<file path="src/hw/rtl/cle_pkg.sv">
// Shared types, constants and helpers for the console line editor.
// No dependencies.
package cle_pkg;

    localparam int LINE_MAX_DEFAULT = 32;
    localparam int DATA_W           = 8;
    localparam int LEN_W            = 6;
    localparam int KIND_W           = 2;
    localparam int CFG_INDEX_W      = 4;

    localparam logic [KIND_W-1:0] KIND_ECHO  = 2'd0;
    localparam logic [KIND_W-1:0] KIND_LINE  = 2'd1;
    localparam logic [KIND_W-1:0] KIND_EMPTY = 2'd2;

    localparam logic [CFG_INDEX_W-1:0] REG_ENTER_KEY = 4'd0;
    localparam logic [CFG_INDEX_W-1:0] REG_BACK_KEY  = 4'd1;

    localparam logic [DATA_W-1:0] ENTER_KEY_RESET = 8'h0D;
    localparam logic [DATA_W-1:0] BACK_KEY_RESET  = 8'h08;

    localparam logic [DATA_W-1:0] CR_CODE      = 8'h0D;
    localparam logic [DATA_W-1:0] SPACE_CODE   = 8'h20;
    localparam logic [DATA_W-1:0] HIGH_A_END   = 8'hAF;
    localparam logic [DATA_W-1:0] HIGH_B_START = 8'hE0;
    localparam logic [DATA_W-1:0] HIGH_B_END   = 8'hF3;

    function automatic logic is_storable(input logic [DATA_W-1:0] b);
        logic ok;
        ok = 1'b1;
        if (b < SPACE_CODE) ok = 1'b0;
        if (b > HIGH_A_END && b < HIGH_B_START) ok = 1'b0;
        if (b > HIGH_B_END) ok = 1'b0;
        return ok;
    endfunction

endpackage

</file>
<file path="src/hw/rtl/console_line_editor.sv">
// Console line editor top level: line memory, sequencer and output register.
// Depends on cle_pkg and cle_ram.
//
// Takes one console byte per item and keeps the typed line in a LINE_MAX-entry
// memory. A storable byte is written and echoed (one result) while the line is
// not full; the back key on a non-empty line gives three echo results; enter or
// carriage return replays the stored line out of the memory read port, one
// character per cycle while out_ready holds high, or one empty-line result. An
// item that gives no result is dropped and the block stays ready; any other
// item holds in_ready low until its last result is registered. A new item is
// taken while the last result still waits in the output register. The line
// memory needs no clearing after reset.
module console_line_editor
    import cle_pkg::*;
#(
    parameter int LINE_MAX = LINE_MAX_DEFAULT
) (
    input  logic                   clk,
    input  logic                   rst_n,
    input  logic                   in_valid,
    output logic                   in_ready,
    input  logic [DATA_W-1:0]      rx_byte,
    output logic                   out_valid,
    input  logic                   out_ready,
    output logic [KIND_W-1:0]      kind,
    output logic [DATA_W-1:0]      data_byte,
    output logic [LEN_W-1:0]       line_length,
    output logic                   last,
    input  logic                   cfg_wr_en,
    input  logic [CFG_INDEX_W-1:0] cfg_index,
    input  logic [DATA_W-1:0]      cfg_wdata
);

    localparam int CW = $clog2(LINE_MAX + 1);
    localparam int AW = (LINE_MAX > 1) ? $clog2(LINE_MAX) : 1;

    typedef enum logic [2:0] {
        ST_IDLE = 3'b001,
        ST_ECHO = 3'b010,
        ST_DUMP = 3'b100
    } state_t;

    typedef enum logic [1:0] {
        M_CHAR,
        M_BACK,
        M_EMPTY
    } mode_t;

    state_t            state_reg, state_next;
    mode_t             mode_reg, mode_next;
    logic [CW-1:0]     count_reg, count_next;
    logic [CW-1:0]     idx_reg, idx_next;
    logic [CW-1:0]     n_reg, n_next;
    logic [DATA_W-1:0] byte_reg, byte_next;
    logic [DATA_W-1:0] enter_key_reg, back_key_reg;

    logic              out_valid_reg, out_valid_next;
    logic [KIND_W-1:0] kind_reg, kind_next;
    logic [DATA_W-1:0] data_reg, data_next;
    logic [LEN_W-1:0]  len_reg, len_next;
    logic              last_reg, last_next;

    logic              ram_we, ram_re;
    logic [AW-1:0]     ram_waddr, ram_raddr;
    logic [DATA_W-1:0] ram_rdata;

    logic in_fire, slot_free, is_zero, is_enter, is_back, is_store, full;

    cle_ram #(
        .WIDTH  (DATA_W),
        .DEPTH  (LINE_MAX),
        .ADDR_W (AW)
    ) u_line_ram (
        .clk   (clk),
        .we    (ram_we),
        .waddr (ram_waddr),
        .wdata (rx_byte),
        .re    (ram_re),
        .raddr (ram_raddr),
        .rdata (ram_rdata)
    );

    assign in_ready  = (state_reg == ST_IDLE);
    assign in_fire   = in_valid && in_ready;
    assign slot_free = !out_valid_reg || out_ready;
    assign full      = (count_reg == CW'(LINE_MAX));

    assign is_zero  = (rx_byte == '0);
    assign is_enter = !is_zero && (rx_byte == enter_key_reg || rx_byte == CR_CODE);
    assign is_back  = !is_zero && !is_enter && (rx_byte == back_key_reg);
    assign is_store = !is_zero && !is_enter && !is_back && is_storable(rx_byte) && !full;

    assign ram_waddr = count_reg[AW-1:0];

    always_comb
    begin
        state_next     = state_reg;
        mode_next      = mode_reg;
        count_next     = count_reg;
        idx_next       = idx_reg;
        n_next         = n_reg;
        byte_next      = byte_reg;
        out_valid_next = out_valid_reg && !out_ready;
        kind_next      = kind_reg;
        data_next      = data_reg;
        len_next       = len_reg;
        last_next      = last_reg;
        ram_we         = 1'b0;
        ram_re         = 1'b0;
        ram_raddr      = '0;

        unique case (state_reg)
            ST_IDLE:
            begin
                if (in_fire)
                begin
                    byte_next = rx_byte;
                    idx_next  = '0;
                    if (is_enter)
                    begin
                        n_next     = count_reg;
                        count_next = '0;
                        if (count_reg == '0)
                        begin
                            mode_next  = M_EMPTY;
                            state_next = ST_ECHO;
                        end
                        else
                        begin
                            ram_re     = 1'b1;
                            state_next = ST_DUMP;
                        end
                    end
                    else if (is_back)
                    begin
                        if (count_reg != '0)
                        begin
                            count_next = count_reg - 1'b1;
                            mode_next  = M_BACK;
                            state_next = ST_ECHO;
                        end
                    end
                    else if (is_store)
                    begin
                        ram_we     = 1'b1;
                        count_next = count_reg + 1'b1;
                        mode_next  = M_CHAR;
                        state_next = ST_ECHO;
                    end
                end
            end
            ST_ECHO:
            begin
                if (slot_free)
                begin
                    out_valid_next = 1'b1;
                    len_next       = '0;
                    case (mode_reg)
                        M_BACK:
                        begin
                            kind_next = KIND_ECHO;
                            data_next = (idx_reg == CW'(1)) ? SPACE_CODE : back_key_reg;
                            last_next = (idx_reg == CW'(2));
                            idx_next  = idx_reg + 1'b1;
                            if (idx_reg == CW'(2))
                            begin
                                state_next = ST_IDLE;
                            end
                        end
                        M_EMPTY:
                        begin
                            kind_next  = KIND_EMPTY;
                            data_next  = '0;
                            last_next  = 1'b1;
                            state_next = ST_IDLE;
                        end
                        default:
                        begin
                            kind_next  = KIND_ECHO;
                            data_next  = byte_reg;
                            last_next  = 1'b1;
                            state_next = ST_IDLE;
                        end
                    endcase
                end
            end
            ST_DUMP:
            begin
                if (slot_free)
                begin
                    out_valid_next = 1'b1;
                    kind_next      = KIND_LINE;
                    data_next      = ram_rdata;
                    len_next       = LEN_W'(n_reg);
                    last_next      = (idx_reg + 1'b1 == n_reg);
                    if (idx_reg + 1'b1 == n_reg)
                    begin
                        state_next = ST_IDLE;
                    end
                    else
                    begin
                        ram_re    = 1'b1;
                        ram_raddr = AW'(idx_reg + 1'b1);
                        idx_next  = idx_reg + 1'b1;
                    end
                end
            end
            default:
            begin
                state_next = ST_IDLE;
            end
        endcase
    end

    always_ff @(posedge clk or negedge rst_n)
    begin
        if (!rst_n)
        begin
            state_reg     <= ST_IDLE;
            count_reg     <= '0;
            out_valid_reg <= 1'b0;
            enter_key_reg <= ENTER_KEY_RESET;
            back_key_reg  <= BACK_KEY_RESET;
        end
        else
        begin
            state_reg     <= state_next;
            count_reg     <= count_next;
            out_valid_reg <= out_valid_next;
            if (cfg_wr_en && cfg_index == REG_ENTER_KEY)
            begin
                enter_key_reg <= cfg_wdata;
            end
            if (cfg_wr_en && cfg_index == REG_BACK_KEY)
            begin
                back_key_reg <= cfg_wdata;
            end
        end
    end

    always_ff @(posedge clk)
    begin
        mode_reg <= mode_next;
        idx_reg  <= idx_next;
        n_reg    <= n_next;
        byte_reg <= byte_next;
        kind_reg <= kind_next;
        data_reg <= data_next;
        len_reg  <= len_next;
        last_reg <= last_next;
    end

    assign out_valid   = out_valid_reg;
    assign kind        = kind_reg;
    assign data_byte   = data_reg;
    assign line_length = len_reg;
    assign last        = last_reg;

    a_count_bound: assert property (@(posedge clk) disable iff (!rst_n)
        count_reg <= CW'(LINE_MAX))
        else $error("line count above capacity");

    a_enter_clears: assert property (@(posedge clk) disable iff (!rst_n)
        (in_fire && is_enter) |=> (count_reg == '0))
        else $error("line not cleared after enter");

    a_dump_index: assert property (@(posedge clk) disable iff (!rst_n)
        (state_reg == ST_DUMP) |-> (idx_reg < n_reg))
        else $error("replay index past line end");

    a_echo_len: assert property (@(posedge clk) disable iff (!rst_n)
        (out_valid && kind == KIND_ECHO) |-> (line_length == '0))
        else $error("echo item carries a line length");

endmodule

</file>
<file path="src/hw/rtl/cle_ram.sv">
// Generic single-write, single-read RAM with registered read data.
// No dependencies.
module cle_ram #(
    parameter int WIDTH  = 8,
    parameter int DEPTH  = 32,
    parameter int ADDR_W = (DEPTH > 1) ? $clog2(DEPTH) : 1
) (
    input  logic              clk,
    input  logic              we,
    input  logic [ADDR_W-1:0] waddr,
    input  logic [WIDTH-1:0]  wdata,
    input  logic              re,
    input  logic [ADDR_W-1:0] raddr,
    output logic [WIDTH-1:0]  rdata
);

    logic [WIDTH-1:0] mem [DEPTH];
    logic [WIDTH-1:0] rdata_reg;

    always_ff @(posedge clk)
    begin
        if (we)
        begin
            mem[waddr] <= wdata;
        end
        if (re)
        begin
            rdata_reg <= mem[raddr];
        end
    end

    assign rdata = rdata_reg;

endmodule
</file>
<file path="config.mk">
export PLATFORM = sky130hd
export DESIGN_NAME = console_line_editor
export DESIGN_NICKNAME = d
export VERILOG_FILES = /design/src/hw/rtl/cle_pkg.sv /design/src/hw/rtl/console_line_editor.sv /design/src/hw/rtl/cle_ram.sv
export SDC_FILE = /design/constraint.sdc
export NUM_CORES = 1
export LEC_CHECK = 0
export ABC_AREA = 0
export ABC_CLOCK_PERIOD_IN_PS = 3880
export CAP_MARGIN = 15
export CORE_ASPECT_RATIO = 1.25
export CORE_MARGIN = 1
export CORE_UTILIZATION = 45
export CTS_BUF_LIST = sky130_fd_sc_hd__clkbuf_8
export CTS_CLUSTER_DIAMETER = 60
export CTS_CLUSTER_SIZE = 20
export DETAILED_ROUTE_END_ITERATION = 6
export DONT_BUFFER_PORTS = 1
export SLEW_MARGIN = 20
export SYNTH_ARGS = -nofsm -noshare
export SYNTH_HDL_FRONTEND = slang
export SYNTH_SLANG_ARGS = --single-unit
</file>
<file path="constraint.sdc">
create_clock -name clk -period 3.88 [get_ports clk]
set_input_delay 0.582 -clock clk [delete_from_list [all_inputs] [get_ports clk]]
set_output_delay 0.582 -clock clk [all_outputs]
set_load 0.01 [all_outputs]
</file>
==> impl_results.md, run 1 <==
- Reg2Reg Launch Point: idx_reg[0]
- Synthesized cell area: 0.01389 mm2
- Die W: 159.2 um
- Yosys top cell area share: 0.6548
- Post-synth top cells: edfxtp_1 (303), nor2_1 (97), o21ai_0 (41)
- PD cells: 522.4 mW/mm2
- Ys Warns: 0
- Placed Area: 0.01473 mm2
- Req. time, crit path: 4.21 ns
- Worst Tran Pin Value: 0.9915 ns
- Core Util, Final: 0.5043
- Clk_skew: 0.02693 ns
- Count leader, synth: edfxtp_1
- Tot Pwr: 7.956 mW
- Vias in the first global route: 8139
- Fin. Hold Viols: 0
- Gr usage total: 0.2178
- ANT cells: 0
- Synthesis-stage register bit count: 329
- Initial antenna violation count: 0
- Pin count of the biggest net entering global routing: 55
- Pins Over Slew Limit: 0
- Unrepaired setup endpoints after global routing: no
- Largest Register: u_line_ram.mem
- Area of the multi-input gates: 0.003850 mm2
- Leakage: 5.022 nW
- GRT overflow: 0
- HPWL Detailed: 21980 um
- CTS tree: yes
- Worst-Skew Late Latency: 0.60 ns
- Core Box Area: 0.03020 mm2
- Die height: 198.5 um
- H-tree depth: 1
- Top cells by area, synth: edfxtp_1 (65%), dfrtp_1 (3.8%), nor2_1 (2.6%)
- Period utilization: 0.9067
- Drt drc: 0
- Synth async-reset ratio: 0.07903
- Worst hold path depth: 0
- Worst hold path type: in2reg
- Rows: 71
- CP Class: reg2reg
- Peak supply drop: 229.2 uV
- Die area: 0.03159 mm2
- Clock slew at reported path FFs: 0.12 ns
- Clock sink count: 329
- Fillers: 2550
- Fin crit period: 3.518 ns
- Critical path peak fanout: 6
- Cell variety after synth: 73
- Final layout net count: 1011
- RePlAce Congestion: 0.8453
- Critical path launch point: idx_reg[0]
- Startpoint Class: flop
- Final instance area: 0.01523 mm2
- Clk buf depth: 3
- CTS Root Buffer Type: clkbuf_8
- Setup TNS: 0 ns
- Syn Nets: 964
- Pre-Repair DR Iteration Count: 5
- MaxCap Viol Count: 0
- Post-synth EDFFs: 303
- Relative slew slack: 0.3350
- I/O Buffers: 0
- Worst Reg-to-Reg Cells: 8
- Hold Crit Start: rx_byte[5]
- First-pass GRT wire length: 51180 um
- P&R area growth vs syn: 9.618%
- I/O Pins: 44
- Seq. cell area: 0.009756 mm2
- Largest register FFs: 256
- Via count: 8174
- Via density: 5.881
- Avg Cell Area, Syn: 14.96 um2
- Outcome: finished, final reports clean
- Worst EP arrival: 3.85 ns
- Finish-stage setup viols: 0
- Post-Synthesis Cells: 929
- Drt wl/cell: 24.23 um
- Final WL: 33680 um
- Iter 0 DRT Violations: 819
- Inserted Clock Buffers: 22
- Share of the yosys chip area belonging to registers: 0.7021
- Fmax: 284.2 MHz
- CP endpoint kind: flop
- Starting Density: 0.4600
- Antenna viol nets, final: 0
- Synth Flop Type: edfxtp_1
- Share of cells above drive strength 1: 0.1678
- Synth area leader: edfxtp_1
[power breakdown]
group / total (mW) / switching [mW] / leakage [nW] / internal (mW)
clock network: 1.84 / 1.11 / 0.257 / 0.730
registers: 4.29 / 0.173 / 3.05 / 4.12
logic: 1.82 / 1.13 / 1.71 / 0.689
[per-stage QoR]
step           setup WS (ns)  std cells  hold slack [ns]
2_1_floorplan         0.5184        929           0.2864
4_1_cts               0.2493       1390          0.03680
5_1_grt              0.04237       1390          0.04530
6_report              0.3619       1390          0.07807
3_5_place_dp          0.2341       1351           0.2892
3_3_place_gp          0.3191       1351           0.2891
[cell usage in the layout (no fill, tap or decap), drive strengths merged, types with 12 or more instances in the layout]
cell type  instances
o22ai             33
xor2              21
dfrtp             21
xnor2             12
inv               28
nand3             24
clkbuf            24
edfxtp           303
buf               70
mux2i             19
a21oi             28
mux2              29
o21ai             42
mux4              16
a211oi            13
nand2             25
nor2              97
[area by class of cell]
class                           count  share of cell area
Multi-Input combinational cell    530              0.2528
Clock inverter                     13            0.008790
Timing Repair Buffer               71             0.03680
Sequential cell                   329              0.6405
Inverter                           22            0.006490
Tap cell                          401             0.03294
Clock buffer                       24             0.02169
[path summary, 6_finish.rpt]
| check | endpoint | slack, ns |
|---|---|---|
| worst min-delay path | u_line_ram.mem[12][5] | 0.08 |
| worst max-delay path | u_line_ram.rdata[4] | 0.36 |
| worst min register to register | enter_key_reg[7] | 0.55 |
| max in group asynchronous | enter_key_reg[0] | 3.19 |
| min in group asynchronous | count_reg[0] | 0.43 |
| worst max register to register | u_line_ram.rdata[4] | 0.36 |
[logic make-up after synthesis]
group                    count (synthesis)  synth area share
XOR/XNOR                                36           0.02575
AND/OR/NAND/NOR                        231           0.08393
adder cells (fa/ha/maj)                 10          0.009545
flip-flops                             329            0.7021
buffers and inverters                   70           0.02233
AO/OA/AOI/OAI                          189           0.09320
multiplexers                            64           0.06312
[repair_timing]
action	4_1_cts	5_1_grt
endpoints found under the hold margin	26	0
buffers inserted	0	0
endpoints found under the setup margin	0	1
resized for setup	0	2
hold buffers	2	0
[per-layer routing]
layer / global-route usage / share of wire / vias up
met5: 0 / 0 / -
met4: 0.08939 / 0.036 / 0
met3: 0.02273 / 0.048 / 61
met2: 0.3650 / 0.49 / 278
met1: 0.2922 / 0.42 / 4120
li1: - / - / 3715
[critical path, cell delays in order, from the launching register on]
cell and delay, ns:
edfxtp_1 0.48, ha_1 0.41, and3_1 0.28, xnor3_1 0.24
nand4_1 0.22, o211ai_1 0.40, o2111ai_1 0.53, o2111ai_1 0.17
or4_1 0.53
(Power assumes the default switching activity.)
==> inputs of run 2 (changes only) <==
CELL_PAD_IN_SITES_DETAIL_PLACEMENT = 1   (was unset)
CELL_PAD_IN_SITES_GLOBAL_PLACEMENT = 2   (was unset)
PLACE_DENSITY_LB_ADDON = 0.1   (was unset)
==> run 2 against run 1 <==
Effect of this change: cell count increased by 2.2%; hold slack worse by 0.042 ns; clock power rose by 25%; first-iteration DRC count down 19%; largest power group unchanged; worst setup slack got worse by 0.18 ns; sequential share of layout area down 1.4 points; design area is 2.2% higher; flip-flop and latch count unchanged; sequential power about the same; core utilization grew 1.1 points; combinational power is 8% higher.
==> impl_results.md, run 2 (synthesis results as in run 1) <==
- Relative slew slack: 0.3699
- Startpoint Class: flop
- MaxCap Viol Count: 0
- Clock slew at reported path FFs: 0.11 ns
- Die W: 159.2 um
- Setup TNS: 0 ns
- Via density: 6.063
- Cell repeated most along the worst path: a21oi_1
- First-pass GRT wire length: 60760 um
- Worst-Skew Late Latency: 0.65 ns
- Final layout net count: 1033
- Final WL: 40720 um
- CP max-delay cell: dfstp_2
- Pins Over Slew Limit: 0
- Iter 0 DRT Violations: 665
- RePlAce Congestion: 0.9022
- I/O Pins: 44
- Largest register FFs: 256
- Fmax: 270.6 MHz
- Antenna viol nets, final: 0
- Largest stage delay, worst path: 0.62 ns
- Clk buf depth: 3
- Inserted Clock Buffers: 29
- HPWL Detailed: 26940 um
- Pre-Repair DR Iteration Count: 5
- CTS tree: yes
- I/O Buffers: 0
- Drt wl/cell: 28.67 um
- CP endpoint kind: flop
- Cell family with most CP delay: compound AO/OA/AOI/OAI gates
- Fin. Hold Viols: 0
- Worst EP arrival: 4.27 ns
- Starting Density: 0.4600
- WP buf/inv: 1
- Hold WS: 0.03613 ns
- Period utilization: 0.9524
- Leakage: 5.164 nW
- Drt drc: 0
- Most common cell after layout, fill and taps aside: edfxtp_1
- Req. time, crit path: 4.45 ns
- Post-CTS Setup Bufs: 0
- Pin count of the biggest net entering global routing: 62
- GRT overflow: 0
- Die height: 198.5 um
- Most frequent cells in the layout: edfxtp_1 (303), nor2_1 (97), buf_4 (74)
- Critical-path cell list: xor2_1 > nor4_1 > nand2_1 > or3b_2 > clkinvlp_4 > ha_1 > a21o_1 > a21oi_1 > o21bai_1 > a21oi_1 > nand3_1 > a2111oi_1 > a211o_1
- Finish-stage setup viols: 0
- Via count: 8610
- Worst hold path type: in2reg
- Outcome: finished, final reports clean
- Fin crit period: 3.695 ns
- Clock sink count: 329
- Largest Register: u_line_ram.mem
- Rows: 71
- CTS Root Buffer Type: clkbuf_8
- Clk_skew: 0.04167 ns
- Peak supply drop: 316.0 uV
- P&R area growth vs syn: 12.05%
- CP Class: reg2reg
- Vias in the first global route: 9165
- PD cells: 550.9 mW/mm2
- Initial antenna violation count: 1
- Worst Tran Pin Value: 0.9395 ns
- Unrepaired setup endpoints after global routing: no
- Critical path peak fanout: 8
- Share of cells above drive strength 1: 0.1874
- H-tree depth: 1
- Gr usage total: 0.2625
- Core Box Area: 0.03020 mm2
- Die area: 0.03159 mm2
- ANT cells: 0
## run 2: changes by cell type in the layout (fill, tap and decap cells not counted), sizes merged
| cell | previous run | this run |
|---|---|---|
| clkinvlp | 1 | 3 |
| clkbuf | 24 | 29 |
| clkinv | 4 | 8 |
| bufinv | 2 | 1 |
| dlygate4sd3 | 1 | 10 |
| buf | 70 | 76 |
| inv | 28 | 33 |
## run 2: path summary, 6_finish.rpt
check | to | depth (start not counted) | slack [ns] | from
worst max-delay path | count_reg[5] | 13 | 0.18 | back_key_reg[3]
worst min-delay path | u_line_ram.mem[1][0] | 0 | 0.04 | rx_byte[0]
worst max register to register | count_reg[5] | 13 | 0.18 | back_key_reg[3]
worst min register to register | enter_key_reg[6] | 1 | 0.56 | enter_key_reg[6]
max in group asynchronous | enter_key_reg[2] | 2 | 3.24 | rst_n
min in group asynchronous | count_reg[0] | 2 | 0.38 | rst_n
## run 2: stage by stage
step | worst slack, ns | total power [mW] | std cells | area (um2) | util
2_1_floorplan | 0.5184 | 5.582 | 929 | 13890 | -
6_report | 0.1846 | 8.577 | 1420 | 15570 | 0.5155
3_5_place_dp | 0.0008957 | 6.324 | 1357 | 14770 | 0.4891
4_1_cts | 0.03168 | 8.635 | 1420 | 15560 | 0.5152
5_1_grt | 0.01824 | 8.898 | 1420 | 15570 | 0.5155
3_3_place_gp | 0.2789 | 6.272 | 1357 | 14770 | 0.4891
## run 2: timing repair
item	in CTS	in global routing
hold endpoints to repair	58	0
hold buffers	11	0
gates resized for setup	0	3
setup endpoints to repair	0	1
## run 2: power breakdown
part           internal [mW]  leakage [nW]  switching, mW
Combinational          0.703          1.78           1.26
Sequential              4.12          3.05          0.186
Clock                  0.884         0.334           1.42
## run 2: cell type report
| cell class | count | area [um2] |
|---|---|---|
| clock inverters | 23 | 266.5 |
| multi-input cells | 530 | 3851 |
| clock buffers | 29 | 399.1 |
| fillers | 2964 | 14640 |
| inverters | 22 | 98.84 |
| repair buffers | 86 | 695.7 |
| flip-flops and latches | 329 | 9756 |
| well taps | 401 | 501.7 |
## run 2: worst register-to-register path: stages, from the launching register on
cell and delay, ns:
dfstp_2 0.62, xor2_1 0.09, nor4_1 0.34, nand2_1 0.15
or3b_2 0.52, clkinvlp_4 0.18, ha_1 0.26, a21o_1 0.18
a21oi_1 0.25, o21bai_1 0.10, a21oi_1 0.28, nand3_1 0.12
a2111oi_1 0.41, a211o_1 0.15
## run 2: routing by layer
metal,GRT usage,vias to the layer above,share of wire
li1,-,3770,-
met1,0.3298,4462,0.40
met2,0.4638,296,0.50
met3,0.02606,82,0.050
met4,0.1140,0,0.042
met5,0,-,0
==> inputs of run 3 (changes only) <==
--- a/config.mk
+++ b/config.mk
@@ -21,2 +21,3 @@
 export PLACE_DENSITY_LB_ADDON = 0.1
+export RECOVER_POWER = 25
 export SLEW_MARGIN = 20
==> constraint.sdc (replaced) <==
create_clock -name clk -period 3.88 [get_ports clk]
set_input_delay 0.776 -clock clk [delete_from_list [all_inputs] [get_ports clk]]
set_output_delay 0.776 -clock clk [all_outputs]
set_load 0.01 [all_outputs]
==> run 3 against run 2 <==
Effect of this change: design area fell by 2.0%; sequential power increased by 1%; maximum frequency increased by 4.2%; die area is the same; combinational power down 5%; routed wire length is 5.7% lower; core utilization fell by 1.0 points; flip-flop and latch count unchanged; power down 4.9%; worst setup slack improved by 0.15 ns; sequential share of layout area increased by 1.2 points; register-to-register slack better by 0.15 ns; largest power group unchanged.
==> impl_results.md, run 3 (synthesis results as in run 1) <==
- CP Class: reg2reg
- MaxCap Viol Count: 0
- PD cells: 534.6 mW/mm2
- Worst hold path type: in2reg
- Setup WS post-layout: 0.3322 ns
- Die W: 159.2 um
- Die height: 198.5 um
- Final instance area: 0.01526 mm2
- Via density: 6.041
- Starting Density: 0.4600
- Die area: 0.03159 mm2
- Clock sink count: 329
- I/O Pins: 44
- Most common cell after layout, fill and taps aside: edfxtp_1
- Core Box Area: 0.03020 mm2
- Clock slew at reported path FFs: 0.12 ns
- H-tree depth: 1
- CP max-delay cell: dfstp_2
- Inserted Clock Buffers: 24
- Antenna viol nets, final: 0
- Critical path peak fanout: 7
- Clk buf depth: 3
- Pin count of the biggest net entering global routing: 63
- Fin crit period: 3.548 ns
- Largest register FFs: 256
- P&R area growth vs syn: 9.860%
- CP endpoint kind: flop
- Cell repeated most along the worst path: a21oi_1
- Finish-stage setup viols: 0
- Placed insts: 1349
- Leakage: 5.045 nW
- First-pass GRT wire length: 57080 um
- CTS tree: yes
- RePlAce Congestion: 0.8736
- ANT cells: 0
- Period utilization: 0.9144
- Placed Area: 0.01471 mm2
- Most frequent cells in the layout: edfxtp_1 (303), nor2_1 (97), buf_4 (66)
- Fin. Hold Viols: 0
- Rows: 71
- Pre-Repair DR Iteration Count: 7
- Pre-CTS setup slack: -0.01295 ns
- I/O Buffers: 0
- Area of the multi-input gates: 0.003852 mm2
- Relative slew slack: 0.3453
- Vias in the first global route: 8881
- Req. time, crit path: 4.41 ns
- Via count: 8415
- Unrepaired setup endpoints after global routing: no
- Pins Over Slew Limit: 0
- Largest stage delay, worst path: 0.63 ns
- Clk_skew: 0.02785 ns
- Worst Tran Pin Value: 0.9762 ns
- Initial antenna violation count: 0
- Final WL: 38410 um
- Iter 0 DRT Violations: 649
- Drt drc: 0
- Largest Register: u_line_ram.mem
- Gr usage total: 0.2458
- Startpoint Class: flop
- GRT overflow: 0
- Worst EP arrival: 4.07 ns
- HPWL Detailed: 26180 um
- Fmax: 281.9 MHz
- Cell Count, Final, Fillers Out: 1393
- Critical-path cell list: xor2_1 > nor4_1 > nand2_1 > or3b_2 > inv_1 > buf_4 > ha_1 > a21oi_1 > o21bai_1 > a21oi_1 > nand3_1 > a2111oi_2 > a211o_1
- CTS Root Buffer Type: clkbuf_8
- Final layout net count: 1011
- Outcome: finished, final reports clean
- Worst-Skew Late Latency: 0.60 ns
- Drt wl/cell: 27.58 um
- Peak supply drop: 352.8 uV
- Share of cells above drive strength 1: 0.1704
- Seq. cell area: 0.009756 mm2
- Fillers: 2991
## run 3: where the power goes
| part | total [mW] | switching [mW] | internal, mW |
|---|---|---|---|
| logic | 1.87 | 1.19 | 0.679 |
| clock network | 1.93 | 1.19 | 0.735 |
| registers | 4.36 | 0.240 | 4.12 |
| total | 8.16 | 2.63 | 5.53 |
## run 3: critical path, delay by kind of cell, from the launching register on
family | cells | cell delay, ns
simple gates | 4 | 1.07
xor+xnor | 1 | 0.09
buf+inv | 2 | 0.25
compound gates | 5 | 1.17
flops | 1 | 0.63
fa+ha+maj | 1 | 0.27
## run 3: path summary, 6_finish.rpt
kind	slack, ns	cells past startpoint	from	to
setup / recovery	0.33	13	back_key_reg[3]	count_reg[5]
hold / removal	0.27	0	rx_byte[2]	u_line_ram.mem[6][2]
setup reg to reg	0.33	13	back_key_reg[3]	count_reg[5]
hold reg to reg	0.54	1	enter_key_reg[7]	enter_key_reg[7]
max in group asynchronous	3.02	2	rst_n	enter_key_reg[0]
min in group asynchronous	0.59	2	rst_n	state_reg[2]
## run 3: routing by layer
| metal | part of all wire | wire [um] | global-route usage | vias to the layer above |
|---|---|---|---|---|
| met3 | 0.057 | 2173 | 0.03920 | 73 |
| met1 | 0.40 | 15220 | 0.2975 | 4341 |
| met5 | 0 | 0 | 0 | - |
| met2 | 0.51 | 19640 | 0.4427 | 290 |
| li1 | - | - | - | 3711 |
| met4 | 0.036 | 1374 | 0.09188 | 0 |
## run 3: metrics by stage
stage	hold WS, ns	total power, mW	util	setup TNS, ns
finish	0.2728	8.160	0.5054	0
global route	0.2372	8.484	0.5054	0
CTS	0.2447	8.225	0.5052	0
detailed placement	0.4812	6.297	0.4872	-0.01295
global placement	0.4811	6.257	0.4872	0
floorplan	0.4512	5.582	-	0
## run 3: repair_timing
item / in CTS / in global routing
hold buffers: 2 / 0
hold endpoints to repair: 26 / 0
endpoints found under the setup margin: 0 / 1
resized for setup: 0 / 2
buffers inserted: 0 / 0
## run 3: final cells by class
cell class / instances / area share
Tap cell: 401 / 0.03287
Inverter: 22 / 0.006230
Timing Repair Buffer: 69 / 0.03574
Sequential cell: 329 / 0.6391
Clock buffer: 26 / 0.02344
Multi-Input combinational cell: 530 / 0.2524
Clock inverter: 16 / 0.01025
